--- src/rtl/core/cns_pkg.sv ---
// Package for the nearest-center search block: field widths, register
// indexes, request codes, default sizes and the datapath control struct.
// No dependencies.
package cns_pkg;

    // Default sizes handed to the top-level parameters.
    localparam int DEF_MAX_CENTERS = 256;
    localparam int DEF_MAX_DIMS    = 16;
    localparam int DEF_COORD_BITS  = 16;

    // Fixed field widths of the transactions and registers.
    localparam int CENTER_IDX_W  = 8;
    localparam int COORD_IDX_W   = 4;
    localparam int NEAREST_W     = 8;
    localparam int CHECKED_W     = 9;
    localparam int NUM_CENTERS_W = 9;
    localparam int DIMS_W        = 5;
    localparam int CFG_DATA_W    = 9;
    localparam int CFG_IDX_W     = 1;

    // Configuration register indexes.
    localparam logic [CFG_IDX_W-1:0] CFG_NUM_CENTERS = 1'b0;
    localparam logic [CFG_IDX_W-1:0] CFG_DIMS_IN_USE = 1'b1;

    // Register values after reset.
    localparam logic [NUM_CENTERS_W-1:0] RST_NUM_CENTERS = 9'd1;
    localparam logic [DIMS_W-1:0]        RST_DIMS_IN_USE = 5'd16;

    // Request type codes.
    localparam logic REQ_LOAD  = 1'b0;
    localparam logic REQ_QUERY = 1'b1;

    // Control that travels with each coordinate read through the datapath.
    typedef struct packed {
        logic valid;
        logic first_dim;
        logic last_dim;
        logic first_center;
        logic last_center;
    } t_dist_ctrl;

endpackage

--- src/rtl/core/cns_dist.sv ---
// Shared distance unit: absolute difference, square, saturating accumulate
// and running minimum with its center index. Depends on cns_pkg.
module cns_dist #(
    parameter int MAX_DIMS   = cns_pkg::DEF_MAX_DIMS,
    parameter int COORD_BITS = cns_pkg::DEF_COORD_BITS,
    parameter int CI_W       = $clog2(cns_pkg::DEF_MAX_CENTERS)
) (
    input  logic                         i_clk,
    input  logic                         i_rst_n,
    input  cns_pkg::t_dist_ctrl          i_ctrl,
    input  logic [CI_W-1:0]              i_center,
    input  logic signed [COORD_BITS-1:0] i_center_data,
    input  logic signed [COORD_BITS-1:0] i_query_data,
    output logic                         o_done,
    output logic [CI_W-1:0]              o_best_index
);
    import cns_pkg::*;

    localparam int SQ_W   = 2 * COORD_BITS;
    localparam int RAW_W  = SQ_W + ((MAX_DIMS > 1) ? $clog2(MAX_DIMS) : 0);
    localparam int ACC_W  = (RAW_W > 64) ? 64 : RAW_W;

    t_dist_ctrl                  r_ctrl_a, r_ctrl_b, r_ctrl_c;
    logic [CI_W-1:0]             r_cen_a, r_cen_b, r_cen_c;
    logic [COORD_BITS-1:0]       r_diff;
    logic [SQ_W-1:0]             r_sq;
    logic [ACC_W-1:0]            r_acc;
    logic [ACC_W-1:0]            r_best;

    logic signed [COORD_BITS:0]  w_diff;
    logic [COORD_BITS:0]         w_abs;
    logic [ACC_W:0]              w_sum_raw;
    logic [ACC_W-1:0]            w_sum;
    logic                        w_take;

    // The magnitude of a difference of two coordinates always fits COORD_BITS.
    assign w_diff = (COORD_BITS + 1)'(i_center_data) - (COORD_BITS + 1)'(i_query_data);
    assign w_abs  = w_diff[COORD_BITS] ? (COORD_BITS + 1)'(-w_diff) : w_diff;

    assign w_sum_raw = (ACC_W + 1)'(r_ctrl_c.first_dim ? '0 : r_acc) + (ACC_W + 1)'(r_sq);
    assign w_sum     = w_sum_raw[ACC_W] ? '1 : w_sum_raw[ACC_W-1:0];
    assign w_take    = r_ctrl_c.first_center || (w_sum < r_best);

    always_ff @(posedge i_clk) begin
        if (!i_rst_n) begin
            r_ctrl_a <= '0;
            r_ctrl_b <= '0;
            r_ctrl_c <= '0;
            o_done   <= 1'b0;
        end else begin
            r_ctrl_a <= i_ctrl;
            r_ctrl_b <= r_ctrl_a;
            r_ctrl_c <= r_ctrl_b;
            o_done   <= r_ctrl_c.valid && r_ctrl_c.last_dim && r_ctrl_c.last_center;
        end
    end

    always_ff @(posedge i_clk) begin
        r_cen_a <= i_center;
        r_cen_b <= r_cen_a;
        r_cen_c <= r_cen_b;
        r_diff  <= w_abs[COORD_BITS-1:0];
        r_sq    <= SQ_W'(r_diff) * SQ_W'(r_diff);
        if (r_ctrl_c.valid) begin
            r_acc <= w_sum;
            if (r_ctrl_c.last_dim && w_take) begin
                r_best       <= w_sum;
                o_best_index <= r_cen_c;
            end
        end
    end

`ifndef NO_ASSERTIONS
    // A new center always begins with its first coordinate.
    a_center_starts_at_dim0: assert property (@(posedge i_clk) disable iff (!i_rst_n)
        (r_ctrl_c.valid && r_ctrl_c.last_dim && !r_ctrl_c.last_center)
            |=> (!r_ctrl_c.valid || r_ctrl_c.first_dim))
        else $error("center did not restart at its first coordinate");

    // The search result is reported in the cycle after the final coordinate.
    a_done_follows_last: assert property (@(posedge i_clk) disable iff (!i_rst_n)
        o_done |-> $past(r_ctrl_c.valid && r_ctrl_c.last_dim && r_ctrl_c.last_center))
        else $error("done raised without a final coordinate");

    // The pipeline carries one search at a time: nothing follows the final
    // coordinate right away.
    a_no_overlap: assert property (@(posedge i_clk) disable iff (!i_rst_n)
        (r_ctrl_c.valid && r_ctrl_c.last_dim && r_ctrl_c.last_center) |=> !r_ctrl_c.valid)
        else $error("coordinates overlap the end of a search");
`endif

endmodule

--- config.mk ---
export PLATFORM = sky130hd
export DESIGN_NAME = cns_dist
export DESIGN_NICKNAME = d
export VERILOG_FILES = /design/src/rtl/core/cns_pkg.sv /design/src/rtl/core/cns_dist.sv
export SDC_FILE = /design/constraint.sdc
export NUM_CORES = 1
export LEC_CHECK = 0
export ABC_AREA = 1
export BUFFER_PORTS_ARGS = -buffer_cell sky130_fd_sc_hd__buf_2
export CORE_MARGIN = 2
export CORE_UTILIZATION = 58
export CTS_CLUSTER_DIAMETER = 40
export CTS_CLUSTER_SIZE = 8
export DETAILED_ROUTE_END_ITERATION = 10
export GPL_ROUTABILITY_DRIVEN = 0
export HOLD_SLACK_MARGIN = 0.02
export PLACE_DENSITY = 0.75
export SLEW_MARGIN = 20
export SYNTH_ARGS = -nofsm -noshare
export SYNTH_HDL_FRONTEND = slang
export SYNTH_SLANG_ARGS = --single-unit
--- constraint.sdc ---
create_clock -name i_clk -period 12.5 [get_ports i_clk]
set_input_delay 1.25 -clock i_clk [delete_from_list [all_inputs] [get_ports i_clk]]
set_output_delay 1.25 -clock i_clk [all_outputs]
set_load 0.02 [all_outputs]
; ---- Yosys cells after proc, flatten, opt, wreduce, memory -nomap -nowiden
; Cells that the tools add are included.
[totals]
regBits = 168
input_bits = 47
output_inout_bits = 9
wordCells = 37
[op_classes]
addsub = 3
n_mul = 1
order_cmp = 1
muxes = 3
reduce_logical = 5
[op_table]
columns = operator, count
row1 = 2-to-1 mux 36 bit, 2
row2 = adder 36 x 32 -> 37 bit, 1
row3 = less-than comparator 36 bit, 1
row4 = multiplier 16 x 16 -> 32 bit, 1
row5 = subtractor 16 x 16 -> 17 bit, 1
row6 = 2-to-1 mux 16 bit, 1
row7 = negator 16 bit, 1
row8 = logical AND 1 bit, 3
row9 = AND reduction 2 bit, 1
row10 = logical OR 1 bit, 1

; ---- Logic depth before layout (Yosys ltp)
; Gate-level depths: netlist of run 1.
[logic_depth]
ltp_word = 7
depth_mapped = 30
depth_no_buf = 29

; ---- Worst setup path after synthesis of run 1
; No wires, ideal clock.
[synth_timing]
path_kind = reg2reg
startpoint = register r_ctrl_c[3] in the netlist's numbering
endpoint = register o_best_index[0] (enable)
setup_ns = 0.460
arrival_ns = 5.514
t_required_ns = 12.040
setup_slack_ns = 6.526
path_stages_with_launch = 24
n_path_buf = 4
period_less_slack_ns = 5.974
path_cell_list = dfxtp_1 > buf_2 > buf_1 > nor2_1 > ha_1 > a21oi_1 > nand2_1 > a21oi_1 > nand3_2 > nand2_1 > and2_1 > buf_2 > buf_6 > a21boi_0 > o21ai_0 > ha_1 > a21oi_1 > o21a_1 > o221ai_1 > nand2_1 > o2111ai_1 > a21oi_1 > nand2_1 > a21oi_1
[synth_via]
elab_chain_cells = 7
[synth_lines]
columns = item, line_no
row1 = start: declaration, cns_dist.sv:23  ; t_dist_ctrl r_ctrl_a, r_ctrl_b, r_ctrl_c;
row2 = start signal: assignment, cns_dist.sv:53  ; r_ctrl_c <= r_ctrl_b;
row3 = 2-to-1 mux 36 bit, cns_dist.sv:40  ; assign w_sum_raw = (ACC_W + 1)'(r_ctrl_c.first_dim ? '0 : r_acc) + (ACC_W + 1)'(r_sq);
row4 = adder 36 x 32 -> 37 bit, cns_dist.sv:40
row5 = 2-to-1 mux 36 bit, cns_dist.sv:41  ; assign w_sum = w_sum_raw[ACC_W] ? '1 : w_sum_raw[ACC_W-1:0];
row6 = named net w_sum[23], cns_dist.sv:33  ; logic [ACC_W-1:0] w_sum;
row7 = less-than comparator 36 bit, cns_dist.sv:42  ; assign w_take = r_ctrl_c.first_center || (w_sum < r_best);
row8 = logical OR 1 bit, cns_dist.sv:42
row9 = logical AND 1 bit, cns_dist.sv:66  ; if (r_ctrl_c.last_dim && w_take) begin
row10 = AND reduction 2 bit (no source line), n/a
row11 = end signal: assignment, cns_dist.sv:68  ; o_best_index <= r_cen_c;
row12 = end: declaration, cns_dist.sv:15  ; output logic [CI_W-1:0] o_best_index
; The timed path passes the listed nets, and every way through them passes these cells.
; A chain may end at the register's enable or synchronous reset.

; ---- Final worst setup path of run 1
[layout_timing]
startpoint = register r_diff[6]
endpoint = register r_sq[28]
[layout_via]
elab_chain_cells = 1
[layout_lines]
columns = item, line_no
row1 = start: declaration, cns_dist.sv:25  ; logic [COORD_BITS-1:0] r_diff;
row2 = start signal: assignment, cns_dist.sv:62  ; r_diff <= w_abs[COORD_BITS-1:0];
row3 = multiplier 16 x 16 -> 32 bit, cns_dist.sv:63  ; r_sq <= SQ_W'(r_diff) * SQ_W'(r_diff);
row4 = end signal: assignment, cns_dist.sv:63
row5 = end: declaration, cns_dist.sv:26  ; logic [SQ_W-1:0] r_sq;
; No other way between the ends.

==> results_tabular.tex, run 1 <==
\begin{tabular}{lr}
\hline
Metric & Value \\
\hline
\multicolumn{2}{l}{\textbf{Global routing}} \\
Number of global-route vias before repair & 12600 \\
Overall fraction of global-route tracks in use & 0.250 \\
First-pass GRT wire length & 58.6 mm \\
Antenna violations before repair & 0 \\
Pin count of the biggest net entering global routing & 45 \\
Overall overflow remaining after global route & 0 \\
\multicolumn{2}{l}{\textbf{Detailed routing}} \\
Antenna-violating nets left & 0 \\
Vias post-DR & 12600 \\
Initial DRT Pass Iterations & 5 \\
Aggregate routed wire length & 34.4 mm \\
Routed length on met1 & 15.0 mm \\
Average wire per standard cell & 14.3 um \\
Avg Vias per Cell & 5.25 \\
\# DRC & 0 \\
Metal2 WL & 16.5 mm \\
Amount of wire on met3 after detailed routing & 2.19 mm \\
Drt first-iter violations & 956 \\
Highest layer used for signal routing & met4 \\
\multicolumn{2}{l}{\textbf{Setup path}} \\
Critical path peak fanout & 16 \\
Crit path DAT & 6.65 ns \\
Capturing point of the worst reg2reg path & r\_sq[28]\$\_DFF\_P\_ \\
CP startpoint kind & flop \\
Number of cells on the worst reg-to-reg path & 20 \\
Worst reg2reg setup slack & 6.23 ns \\
Classification of the worst setup path & reg -> reg \\
FF-to-FF Start & r\_diff[6]\$\_DFF\_P\_ \\
Endpoint required time on the critical path & 12.87 ns \\
Kind of capture point of the worst setup path & flop \\
\multicolumn{2}{l}{\textbf{Synthesis}} \\
Top cell type's share of synthesized area & 0.204 \\
Post-synthesis simple-gate area fraction & 0.162 \\
Synthesized netlist net count & 2372 \\
Total of warnings raised by yosys & 0 \\
Mapped Area & 16400 sq um \\
Post-synthesis sequential area ratio & 0.253 \\
Post-synthesis share of cell area spent on full adders, half adders and majority gates & 0.345 \\
Most frequently used flop master after synthesis & dfxtp\_1 \\
Number of distinct library cells after synthesis & 52 \\
Multiplexer share of the synthesized area & 0 \\
Count of flip-flops with a built-in enable after synthesis & 80 \\
Async S/R FF share, synth & 0 \\
Synth Area in XOR/XNOR & 0.0370 \\
Count of mapped cells out of synthesis & 1973 \\
Compound-gate portion of the synthesized area & 0.0767 \\
Cells taking the most area after synthesis & fa\_1, edfxtp\_1, ha\_1 \\
Largest family of logic cells by synthesized area & adder cells \\
Cell taking the most area after synthesis & fa\_1 \\
Yosys reg bits & 167 \\
Mean cell area of the mapped netlist & 8.31 sq um \\
\multicolumn{2}{l}{\textbf{Floorplanning}} \\
Row count & 61 \\
Full die area & 29600 sq um \\
Starting density of the core & 0.590 \\
Die W & 172 um \\
Core area & 27800 sq um \\
Die outline height & 172 um \\
I/O pins & 56 \\
\multicolumn{2}{l}{\textbf{CTS}} \\
Clock Sink Count & 167 \\
Worst-case clock buffer depth & 2 \\
Number of buffers added by the clock tree synthesis step & 17 \\
TritonCTS clock tree & built \\
\# hold bufs at CTS & 0 \\
Clock latency at the later pin of the worst-skew pair & 0.45 ns \\
Post-CTS Setup Inserts & 0 \\
Clk Tree Root Cell & clkbuf\_16 \\
Clock edge transition at the registers on the reported setup and hold paths & 0.08 ns \\
CTS H-tree lvls & 4 \\
Resized Gates After CTS & 0 \\
\multicolumn{2}{l}{\textbf{Worst hold path}} \\
Hold Crit Class & reg -> reg \\
Worst Hold Endpoint & r\_cen\_c[3]\$\_DFF\_P\_ \\
Hold Path Stages & 0 \\
Hold wc startpoint & r\_cen\_b[3]\$\_DFF\_P\_ \\
\multicolumn{2}{l}{\textbf{Run}} \\
Reported max-cap violation count & 0 \\
\multicolumn{2}{l}{\textbf{Cells and area}} \\
Fraction of layout cells with a size suffix above 1 & 0.0677 \\
Fill count & 2386 \\
FF/Latch Area & 4140 sq um \\
Fin area & 17600 sq um \\
Multi-input gate area in the final layout & 10200 sq um \\
Most common cell after layout, fill and taps aside & inv\_1 \\
Diode count & 0 \\
Layout overhead on the synthesized area & 7.57\% \\
Leading cell types in the layout, fill and taps excluded & inv\_1, nand2\_1, ha\_1, fa\_1, nor2\_1 \\
NumNets Final & 2411 \\
\multicolumn{2}{l}{\textbf{STA}} \\
Worst hold slack & 0.328 ns \\
Clk\_skew & 0.0139 ns \\
Setup repair after global routing missed its margin & false \\
Summed negative setup slack over all endpoints & 0 ns \\
Final critical path time including I/O delays and setup & 6.27 ns \\
Number of pins with negative max-slew slack in the final report & 0 \\
Number of setup violations in the final report & 0 \\
Headroom to the max-slew limit & 0.422 \\
Post-route worst setup slack & 6.23 ns \\
Count of endpoints failing hold in the final timing report & 0 \\
Slew @ Worst Pin & 0.862 ns \\
Highest Clock Rate & 159 MHz \\
Post-route fraction of the period consumed by the critical path & 0.502 \\
\multicolumn{2}{l}{\textbf{Place}} \\
Post-DP Area & 17000 sq um \\
Number of buffers inserted by port buffering & 55 \\
Pre-CTS worst setup slack & 6.33 ns \\
Total half-perimeter wirelength after legalization and detailed placement & 27.7 mm \\
\multicolumn{2}{l}{\textbf{Status}} \\
Result of the run & complete, no violations \\
\hline
\end{tabular}
[sequential cells by signal, summed over array words and instances, names as in the netlist, 5 cells and up]
signal	count
o_best_index	8
r_acc	36
r_best	36
r_cen_a	8
r_cen_b	8
r_cen_c	8
r_ctrl_a	5
r_ctrl_b	5
r_ctrl_c	5
r_diff	16
r_sq	31
[worst max-delay path by stage]
stage | start | cells after the start | slack, ns | to
floorplan | r_ctrl_c[3]$_SDFF_PN0_ | 23 | 6.53 | o_best_index[0]$_DFFE_PP_
global placement | r_diff[4]$_DFF_P_ | 20 | 6.48 | r_sq[30]$_DFF_P_
detailed placement | r_diff[6]$_DFF_P_ | 20 | 6.33 | r_sq[28]$_DFF_P_
CTS | r_diff[6]$_DFF_P_ | 20 | 6.29 | r_sq[28]$_DFF_P_
global route | r_diff[6]$_DFF_P_ | 20 | 5.90 | r_sq[30]$_DFF_P_
finish | r_diff[6]$_DFF_P_ | 20 | 6.23 | r_sq[28]$_DFF_P_
[per-layer routing]
layer | track usage | vias to the layer above
met5 | 0 | -
met4 | 0.0661 | 0
met3 | 0.0428 | 60
met2 | 0.420 | 396
met1 | 0.336 | 6007
li1 | - | 6151
[critical path, cell delays in order (launching register included)]
cell	delay, ns
dfxtp_1	0.85
nand2_1	0.24
fa_1	0.54
inv_1	0.06
fa_1	0.50
fa_1	0.53
fa_1	0.52
fa_1	0.55
inv_1	0.06
fa_1	0.53
inv_1	0.04
ha_1	0.37
nand2_1	0.16
nor4_1	0.37
nand3_1	0.14
nand3_1	0.22
nand3_1	0.09
nand2_1	0.13
nand3_1	0.09
nand2_1	0.08
xor2_1	0.14
[Yosys cell counts (4+ instances only)]
library cell,n
a21boi_0,11
a21o_1,10
a21oi_1,96
a21oi_2,4
a31oi_1,8
buf_1,4
clkbuf_1,29
dfxtp_1,87
edfxtp_1,80
fa_1,167
ha_1,185
inv_1,505
nand2_1,366
nand2_2,7
nand3_1,62
nand3_2,6
nand3b_1,4
nand4_1,16
nor2_1,131
nor3_1,14
nor4_1,4
o21a_1,9
o21ai_0,45
o21bai_1,7
o221ai_1,5
or2_2,12
xnor2_1,17
xor2_1,43
xor2_2,4
[area by class of cell]
type	instances	area share
inverters	506	0.108
clock buffers	17	0.0241
clock inverters	15	0.0113
well taps	378	0.0268
flip-flops and latches	167	0.235
repair buffers	59	0.0173
multi-input cells	1261	0.578
[through the flow]
step                 util  std cells
finish              0.635       2403
global route        0.635       2403
CTS                 0.635       2403
detailed placement  0.613       2371
global placement    0.613       2371
floorplan               -       1973
[cells by family after synthesis]
group,count (synthesis)
buf+inv,545
flops,167
fa+ha+maj,352
simple gates,633
compound gates,211
xor+xnor,65
Power of run 1 is not shown: default switching activity piles up to over one toggle a cycle in this logic, so the estimate is an artifact.
==> run 2: changes to the inputs <==
- clock period: 12.5 -> 6.4 ns (I/O delays scaled with it)
==> results_tabular.tex, run 2 (same netlist as run 1, synthesis figures left out) <==
\begin{tabular}{lr}
\hline
Metric & Value \\
\hline
\multicolumn{2}{l}{\textbf{CTS}} \\
Clock Sink Count & 167 (unchanged) \\
CTS H-tree lvls & 4 (unchanged) \\
\# hold bufs at CTS & 0 (unchanged) \\
Clk Tree Root Cell & clkbuf\_16 (unchanged) \\
Worst-case clock buffer depth & 2 (unchanged) \\
Number of buffers added by the clock tree synthesis step & 17 (unchanged) \\
Clock edge transition at the registers on the reported setup and hold paths & 0.08 ns (about the same) \\
TritonCTS clock tree & built (unchanged) \\
Clock latency at the later pin of the worst-skew pair & 0.45 ns (about the same) \\
\multicolumn{2}{l}{\textbf{STA}} \\
Setup repair after global routing missed its margin & false (unchanged) \\
Post-route fraction of the period consumed by the critical path & 0.927 (was 0.502) \\
Summed negative setup slack over all endpoints & 0 ns (unchanged) \\
Clk\_skew & 0.0231 ns (was 0.0139 ns) \\
Number of setup violations in the final report & 0 (unchanged) \\
Headroom to the max-slew limit & 0.475 (was 0.422) \\
Highest Clock Rate & 169 MHz (was 159 MHz) \\
Slew @ Worst Pin & 0.783 ns (was 0.862 ns) \\
Count of endpoints failing hold in the final timing report & 0 (unchanged) \\
Final critical path time including I/O delays and setup & 5.93 ns (was 6.27 ns) \\
Number of pins with negative max-slew slack in the final report & 0 (unchanged) \\
\multicolumn{2}{l}{\textbf{Setup path}} \\
Endpoint required time on the critical path & 6.76 ns (was 12.87 ns) \\
FF-to-FF Start & r\_diff[4]\$\_DFF\_P\_ (was r\_diff[6]\$\_DFF\_P\_) \\
Capturing point of the worst reg2reg path & r\_sq[30]\$\_DFF\_P\_ (was r\_sq[28]\$\_DFF\_P\_) \\
Crit path DAT & 6.30 ns (was 6.65 ns) \\
Critical path peak fanout & 10 (was 16) \\
Kind of capture point of the worst setup path & flop (unchanged) \\
Classification of the worst setup path & reg -> reg (unchanged) \\
Capture point of the worst path & r\_sq[30]\$\_DFF\_P\_ (was r\_sq[28]\$\_DFF\_P\_) \\
Crit path launch & r\_diff[4]\$\_DFF\_P\_ (was r\_diff[6]\$\_DFF\_P\_) \\
Worst reg2reg setup slack & 0.47 ns (was 6.23 ns) \\
Number of cells on the worst reg-to-reg path & 20 (unchanged) \\
CP startpoint kind & flop (unchanged) \\
\multicolumn{2}{l}{\textbf{Floorplanning}} \\
I/O pins & 56 (unchanged) \\
Core area & 27800 sq um (unchanged) \\
Die W & 172 um (unchanged) \\
Die outline height & 172 um (unchanged) \\
Starting density of the core & 0.590 (unchanged) \\
Row count & 61 (unchanged) \\
Full die area & 29600 sq um (unchanged) \\
\multicolumn{2}{l}{\textbf{Cells and area}} \\
Fraction of layout cells with a size suffix above 1 & 0.0767 (was 0.0677) \\
Top Registers & r\_acc x36, r\_best x36, r\_sq x31 (unchanged) \\
Leading cell types in the layout, fill and taps excluded & inv\_1, nand2\_1, ha\_1, fa\_1, nor2\_1 (unchanged) \\
Diode count & 0 (unchanged) \\
NumNets Final & 2420 (was 2411) \\
Most common cell after layout, fill and taps aside & inv\_1 (unchanged) \\
Layout overhead on the synthesized area & 7.89\% (was 7.57\%) \\
\multicolumn{2}{l}{\textbf{Global routing}} \\
Antenna violations before repair & 0 (unchanged) \\
First-pass GRT wire length & 59.2 mm (was 58.6 mm) \\
Overall fraction of global-route tracks in use & 0.251 (was 0.250) \\
Overall overflow remaining after global route & 0 (unchanged) \\
Number of global-route vias before repair & 12900 (was 12600) \\
Pin count of the biggest net entering global routing & 45 (unchanged) \\
\multicolumn{2}{l}{\textbf{Place}} \\
Number of buffers inserted by port buffering & 55 (unchanged) \\
Total half-perimeter wirelength after legalization and detailed placement & 28.2 mm (was 27.7 mm) \\
\multicolumn{2}{l}{\textbf{Detailed routing}} \\
Avg Vias per Cell & 5.18 (was 5.25) \\
Average wire per standard cell & 14.2 um (was 14.3 um) \\
Vias post-DR & 12500 (was 12600) \\
\# DRC & 0 (unchanged) \\
Initial DRT Pass Iterations & 5 (unchanged) \\
Aggregate routed wire length & 34.3 mm (was 34.4 mm) \\
Antenna-violating nets left & 0 (unchanged) \\
Drt first-iter violations & 892 (was 956) \\
\multicolumn{2}{l}{\textbf{Status}} \\
Result of the run & complete, no violations (unchanged) \\
\multicolumn{2}{l}{\textbf{Run}} \\
Reported max-cap violation count & 0 (unchanged) \\
\multicolumn{2}{l}{\textbf{Worst hold path}} \\
Hold Crit Class & in -> reg (was reg -> reg) \\
\hline
\end{tabular}
==> run 2: cell count changes in the layout (fill, tap and decap cells not counted), sizes merged <==
cell,delta
clkinv,-1
inv,+1
buf,+9
==> run 2: repair_timing <==
item | CTS | global route
resized for setup | 0 | 10
setup endpoints to repair | 0 | 4
setup buffers | 0 | 0
==> run 2: final cells by class <==
| class | count | area, sq um |
|---|---|---|
| inverter | 506 | 1900 |
| tap | 378 | 473 |
| multi-input combinational | 1261 | 10200 |
| fill | 2351 | 10100 |
| clock inverter | 15 | 159 |
| timing repair buffer | 68 | 385 |
| clock buffer | 17 | 425 |
| sequential | 167 | 4160 |
==> run 2: layer usage <==
layer	share of wire	GRT usage	vias up	wire, um
li1	-	-	6160	-
met1	0.43	0.322	5884	14700
met2	0.49	0.438	378	16700
met3	0.059	0.0382	66	2030
met4	0.026	0.0771	0	878
met5	0	0	-	0
==> run 2: worst max-delay path, cell delays in order, from the launching register on <==
cell     delay, ns
dfxtp_1       0.55
nand2_1       0.18
fa_1          0.56
inv_1         0.05
fa_1          0.50
fa_1          0.52
fa_1          0.53
fa_1          0.56
inv_1         0.06
fa_1          0.53
inv_1         0.04
ha_1          0.35
nand2_1       0.15
nor4_1        0.40
nand3_1       0.15
nand3_1       0.19
nand3_1       0.09
nand2_1       0.12
nand4_1       0.09
nand2_1       0.08
xor2_1        0.15
==> run 2: worst min path at each step <==
stage	startpoint	end	slack [ns]	cells after the start
floorplan	r_cen_a[0]$_DFF_P_	r_cen_b[0]$_DFF_P_	0.31	0
global placement	r_cen_b[1]$_DFF_P_	r_cen_c[1]$_DFF_P_	0.31	0
detailed placement	r_cen_a[0]$_DFF_P_	r_cen_b[0]$_DFF_P_	0.31	0
CTS	i_center[3]	r_cen_a[3]$_DFF_P_	0.28	1
global route	i_center[5]	r_cen_a[5]$_DFF_P_	0.28	1
finish	i_center[5]	r_cen_a[5]$_DFF_P_	0.29	1
==> run 2: metrics by stage <==
step / hold slack [ns] / utilization / area, sq um / setup slack, ns / std cells
floorplan: 0.310 / - / 16400 / 0.426 / 1973
global placement: 0.310 / 0.616 / 17100 / 0.527 / 2380
detailed placement: 0.313 / 0.616 / 17100 / 0.294 / 2380
CTS: 0.285 / 0.637 / 17700 / 0.225 / 2412
global route: 0.280 / 0.637 / 17700 / 0.0491 / 2412
finish: 0.287 / 0.637 / 17700 / 0.467 / 2412
Power of run 2 is left out for the same reason.
